**config.mk**
```make
export PLATFORM = sky130hd
export DESIGN_NAME = lccc_ram
export DESIGN_NICKNAME = d
export VERILOG_FILES = /design/src/rtl/lccc_ram.sv
export SDC_FILE = /design/constraint.sdc
export NUM_CORES = 1
export LEC_CHECK = 0
export BUFFER_PORTS_ARGS = -buffer_cell sky130_fd_sc_hd__buf_4
export CAP_MARGIN = 30
export CORE_ASPECT_RATIO = 0.6
export CORE_MARGIN = 5
export CORE_UTILIZATION = 45
export DETAILED_ROUTE_END_ITERATION = 6
export PLACE_DENSITY_LB_ADDON = 0.1
export SETUP_SLACK_MARGIN = 0.15
export SLEW_MARGIN = 20
export SYNTH_ARGS = -nofsm -noshare
export SYNTH_HDL_FRONTEND = slang
export SYNTH_SLANG_ARGS = --single-unit
```
**constraint.sdc**
```tcl
create_clock -name clock -period 4.25 [get_ports clock]
set_clock_uncertainty 0.05 [all_clocks]
set_input_delay 0.2125 -clock clock [delete_from_list [all_inputs] [get_ports clock]]
set_output_delay 0.2125 -clock clock [all_outputs]
set_load 0.01 [all_outputs]
```
**src/rtl/lccc_ram.sv**
```systemverilog
// Generic single-port-write, single-port-read RAM with registered read data.
// No dependencies.
module lccc_ram #(
   parameter int WIDTH = 8,
   parameter int DEPTH = 16
) (
   input  logic                     clock,
   input  logic                     wr_en,
   input  logic [$clog2(DEPTH)-1:0] wr_addr,
   input  logic [WIDTH-1:0]         wr_data,
   input  logic [$clog2(DEPTH)-1:0] rd_addr,
   output logic [WIDTH-1:0]         rd_data
);
   logic [WIDTH-1:0] mem [DEPTH];

   always_ff @(posedge clock) begin
      if (wr_en) mem[wr_addr] <= wr_data;
      rd_data <= mem[rd_addr];
   end
endmodule

```
* Yosys cells after proc, flatten, opt, wreduce, memory -nomap -nowiden
Memory sizes are Yosys's and may differ from the RTL's. A register that Yosys moved wholly into a read port is not among the register bits. Cells that the tools add are included. Widths: inputs -> output; s select.
Storage, ports and cells: flip-flop bits (word level) 0, latch bits 0, bits in writable memories 128, memory bits (read-only) 0, input port bits 18, output and inout port bits 8, word-level logic and storage cells 3, memories kept 1
Memory list:
- mem | depth 16, width 8, read ports 1, clocked after Yosys merged registers in 1, wr ports 1, RTL line 14 | logic [WIDTH-1:0] mem [DEPTH];
Operators by class: add/subtract/negate cells 0, multiply operators 0, divide/modulo/power cells 0, magnitude comparators 0, equal/unequal tests 0, shift-type cells 0, multiplexer cells 2, bitwise logic cells 0, reductions and logical operators 0
Operator list (number):
- $mux 1 | 2

* Longest topological paths before layout
depth in word-level cells 2, depth in mapped cells 5, gate-level depth less buffers 3

* Least setup slack after synthesis
No wires, ideal clock.
path kind input port to flip-flop, start input port wr_addr[2], end memory mem[0][0], enable pin, setup time 0.383 ns, arrival 1.322 ns, required time 3.817 ns, slack 2.495 ns, stages 2, path buffers 0, cells stage by stage or3b_2 > nor3_1
RTL lines:
- start: declaration | RTL line 9 | input logic [$clog2(DEPTH)-1:0] wr_addr,
- end: declaration | RTL line 14
No word-level cell before the write port.

* Worst setup path in the final report
start input port wr_addr[2], end memory mem[0][3], enable pin
No word-level cell before the write port.

==> metrics.md <==
| Metric | Value |
|---|---|
| Worst EP required | 4.31 ns |
| Post-Synthesis Cells | ~230 |
| P_sw | about 640 uW |
| Chip height | 92.85 um |
| Critical path class | in -> reg |
| Post-synth EDFFs | 128 |
| Peak supply drop | 0.0002337 V |
| Fill cell count | 874 |
| GR Util met1 | 23.13% |
| Pwr per Cell Area | 512.8 mW/mm2 |
| Clk sinks | 136 |
| Vias in the first global route | approximately 2400 |
| Clock slew at reported path FFs | 0.06 ns |
| Asr flop ratio synth | 0% |
| Fin. max-slew vios | 0 |
| Final Hold Viols | 0 |
| Hold buffers post-CTS | 0 |
| Largest net degree at the start of global routing | 33 |
| Setup WS post-layout | 2.707 ns |
| Synth Cell Area | 0.005147 mm2 |
| Post-place setup slack | 2.231 ns |
| Post-DP HPWL | 6035 um |
| Nets | 290 |
| Clk_lat worst skew | 0.41 ns |
| Most frequent cells in the layout | 128 x edfxtp_1, 33 x buf_4, 18 x mux4_2 |
| Crit-path max FO | 5 |
| Most common cell after layout, fill and taps aside | edfxtp_1 |
| # rows | 30 |
| Syn nets | 247 |
| Clock root buffer | clkbuf_16 |
| Avg WL per Cell | roughly 23 um |
| Multi-input gate area | about 0.0011 mm2 |
| GR Overflow Total | 0 |
| I/O Pins | 26 |
| Total GRT Usage | 15.49% |
| Ys Warns | 0 |
| IO Port Bufs | 25 |
| Global-route wire length before repair | between 10000 and 15000 um |
| Worst rel slew slack | 36.43% |
| Net Sw Frac | around a fifth |
| Via count | 2384 |
| Post-layout min period | 1.543 ns |
| Crit path DAT | ~1.6 ns |
| Met2 Resource Use GR | 20.91% |
| Ys flop type | edfxtp_1 |
| Hold slack | 0.06283 ns |
| Register area | 0.004004 mm2 |
| DRT Pass-1 Iters | 4 |
| Core Util, Final | a little over half |
| Layer with the highest usage | met1 |
| CP endpoint kind | flip-flop |
| Clock Path Buffers | 2 |
| Register share of total power | between 40 and 50% |
| Clk pwr share | 47.3% |
| Core area | 0.01126 mm2 |
| First DRT Iteration DRCs | just under 100 |
| Setup bufs post-CTS | 0 |
| M3 GR Usage | 5.037% |
| Crit share post-route | 36.30% |
| RSZ-0062 raised after global routing | no |
| Worst-Margin Slew | 0.9501 ns |
| Avg Inst Size Synth | roughly 22 um2 |
| Detail Route Antenna Nets | 0 |
| # setup viols final | 0 |
| Initial Utilization | 45.71% |
| Die ar. | approximately 0.014 mm2 |
| Setup TNS Final | 0 ns |
| Antenna violations before repair | 0 |
| Synth cell types | 19 |
| Antenna cells | 0 |
| TritonCTS clock tree | done |
| Hold Path Class | in -> reg |
| Share of cells above drive strength 1 | 29.47% |
| Area Growth Syn to Fin | 18.50% |
| CTS H-Tree Depth | 4 |
| Avg Vias per Cell | 5.557 |
| Peak Freq | ~650 MHz |
| Die Width | 148.1 um |
| Internal | 2.486 mW |
| Number of gates resized after cts | 0 |
| Post-synthesis sequential area ratio | ~78% |
| Final GP Congestion | 0.6928 |
| Final wirelength | ~10000 um |
| DR DRC count | 0 |
| Outcome | finished clean |
| CP startpoint kind | input pin |
| CTS Buf Count | 17 |
| Maxcap violations | 0 |
| Synthesis-stage register bit count | 136 |
| Combinational group share of total power | 4.6% |
| Leakage power | about 2 nW |
synth_stat cells (all sizes together), types with 2 or more instances:
master           n  area (um2)
edfxtp         128        3844
mux4            32       773.2
a22oi           16       120.1
nor2            13       48.80
nand2            9       33.78
dfxtp            8       160.2
buf              7       56.30
nor3             4       20.02
clkdlybuf4s25    3       30.03
nand2b           2       12.51
nand3b           2       15.01
path summary, 6_finish.rpt:
kind,startpoint,endpoint,slack [ns],cells after the start
worst min-delay path,wr_data[4],mem[11][4],0.06,1
worst max register to register,mem[9][4],rd_data[4],2.86,3
worst min register to register,mem[11][3],rd_data[3],0.63,3
worst max-delay path,wr_addr[2],mem[0][3],2.71,4
worst max-delay path, cell delays in order:
cell and delay [ns]:
buf_4 0.12, or3b_2 0.51, nor3_1 0.47, buf_2 0.29
area by class of cell:
| type | instances | area share (%) |
|---|---|---|
| well taps | 144 | 2.954 |
| flip-flops and latches | 136 | 65.64 |
| clock buffers | 17 | 6.974 |
| repair buffers | 34 | 4.144 |
| multi-input cells | 83 | 17.42 |
| clock inverters | 15 | 2.872 |
power by group through the flow:
stage,combinational (mW),clock [mW],sequential (mW)
global route,0.155,1.57,1.51
global placement,0.143,0,1.53
finish,0.142,1.48,1.51
detailed placement,0.145,0,1.54
CTS,0.146,1.51,1.51
floorplan,0.0761,0,1.54
stage by stage:
step                      instances  power, mW  cell area, um2
after floorplan                 229      1.614            5147
after global placement          390      1.678            5449
after detailed placement        395      1.681            5484
after CTS                       427      3.162            6085
after global routing            429      3.232            6100
final                           429      3.128            6100
cell families (layout without fill, tap and decap cells):
kind of cell | Yosys count | in the layout | synth area share [%]
multiplexers | 32 | 32 | 15.02
AO/OA/AOI/OAI | 16 | 16 | 2.334
flip-flops | 136 | 136 | 77.78
AND/OR/NAND/NOR | 35 | 35 | 3.184
buffers and inverters | 10 | 66 | 1.677
state kept, by name, summed over array words and instances, names as in the netlist:
register / count
mem: 128
rd_data: 8
per-layer routing:
layer | vias up | share of wire (%) | wire, um
met2 | 78 | 43 | 4250
met4 | 0 | 0.73 | 72
met3 | 5 | 8.0 | 789
met1 | 1244 | 48 | 4723
met5 | - | 0 | 0
li1 | 1057 | - | -
No activity file was read; power rests on OpenSTA's default activity.
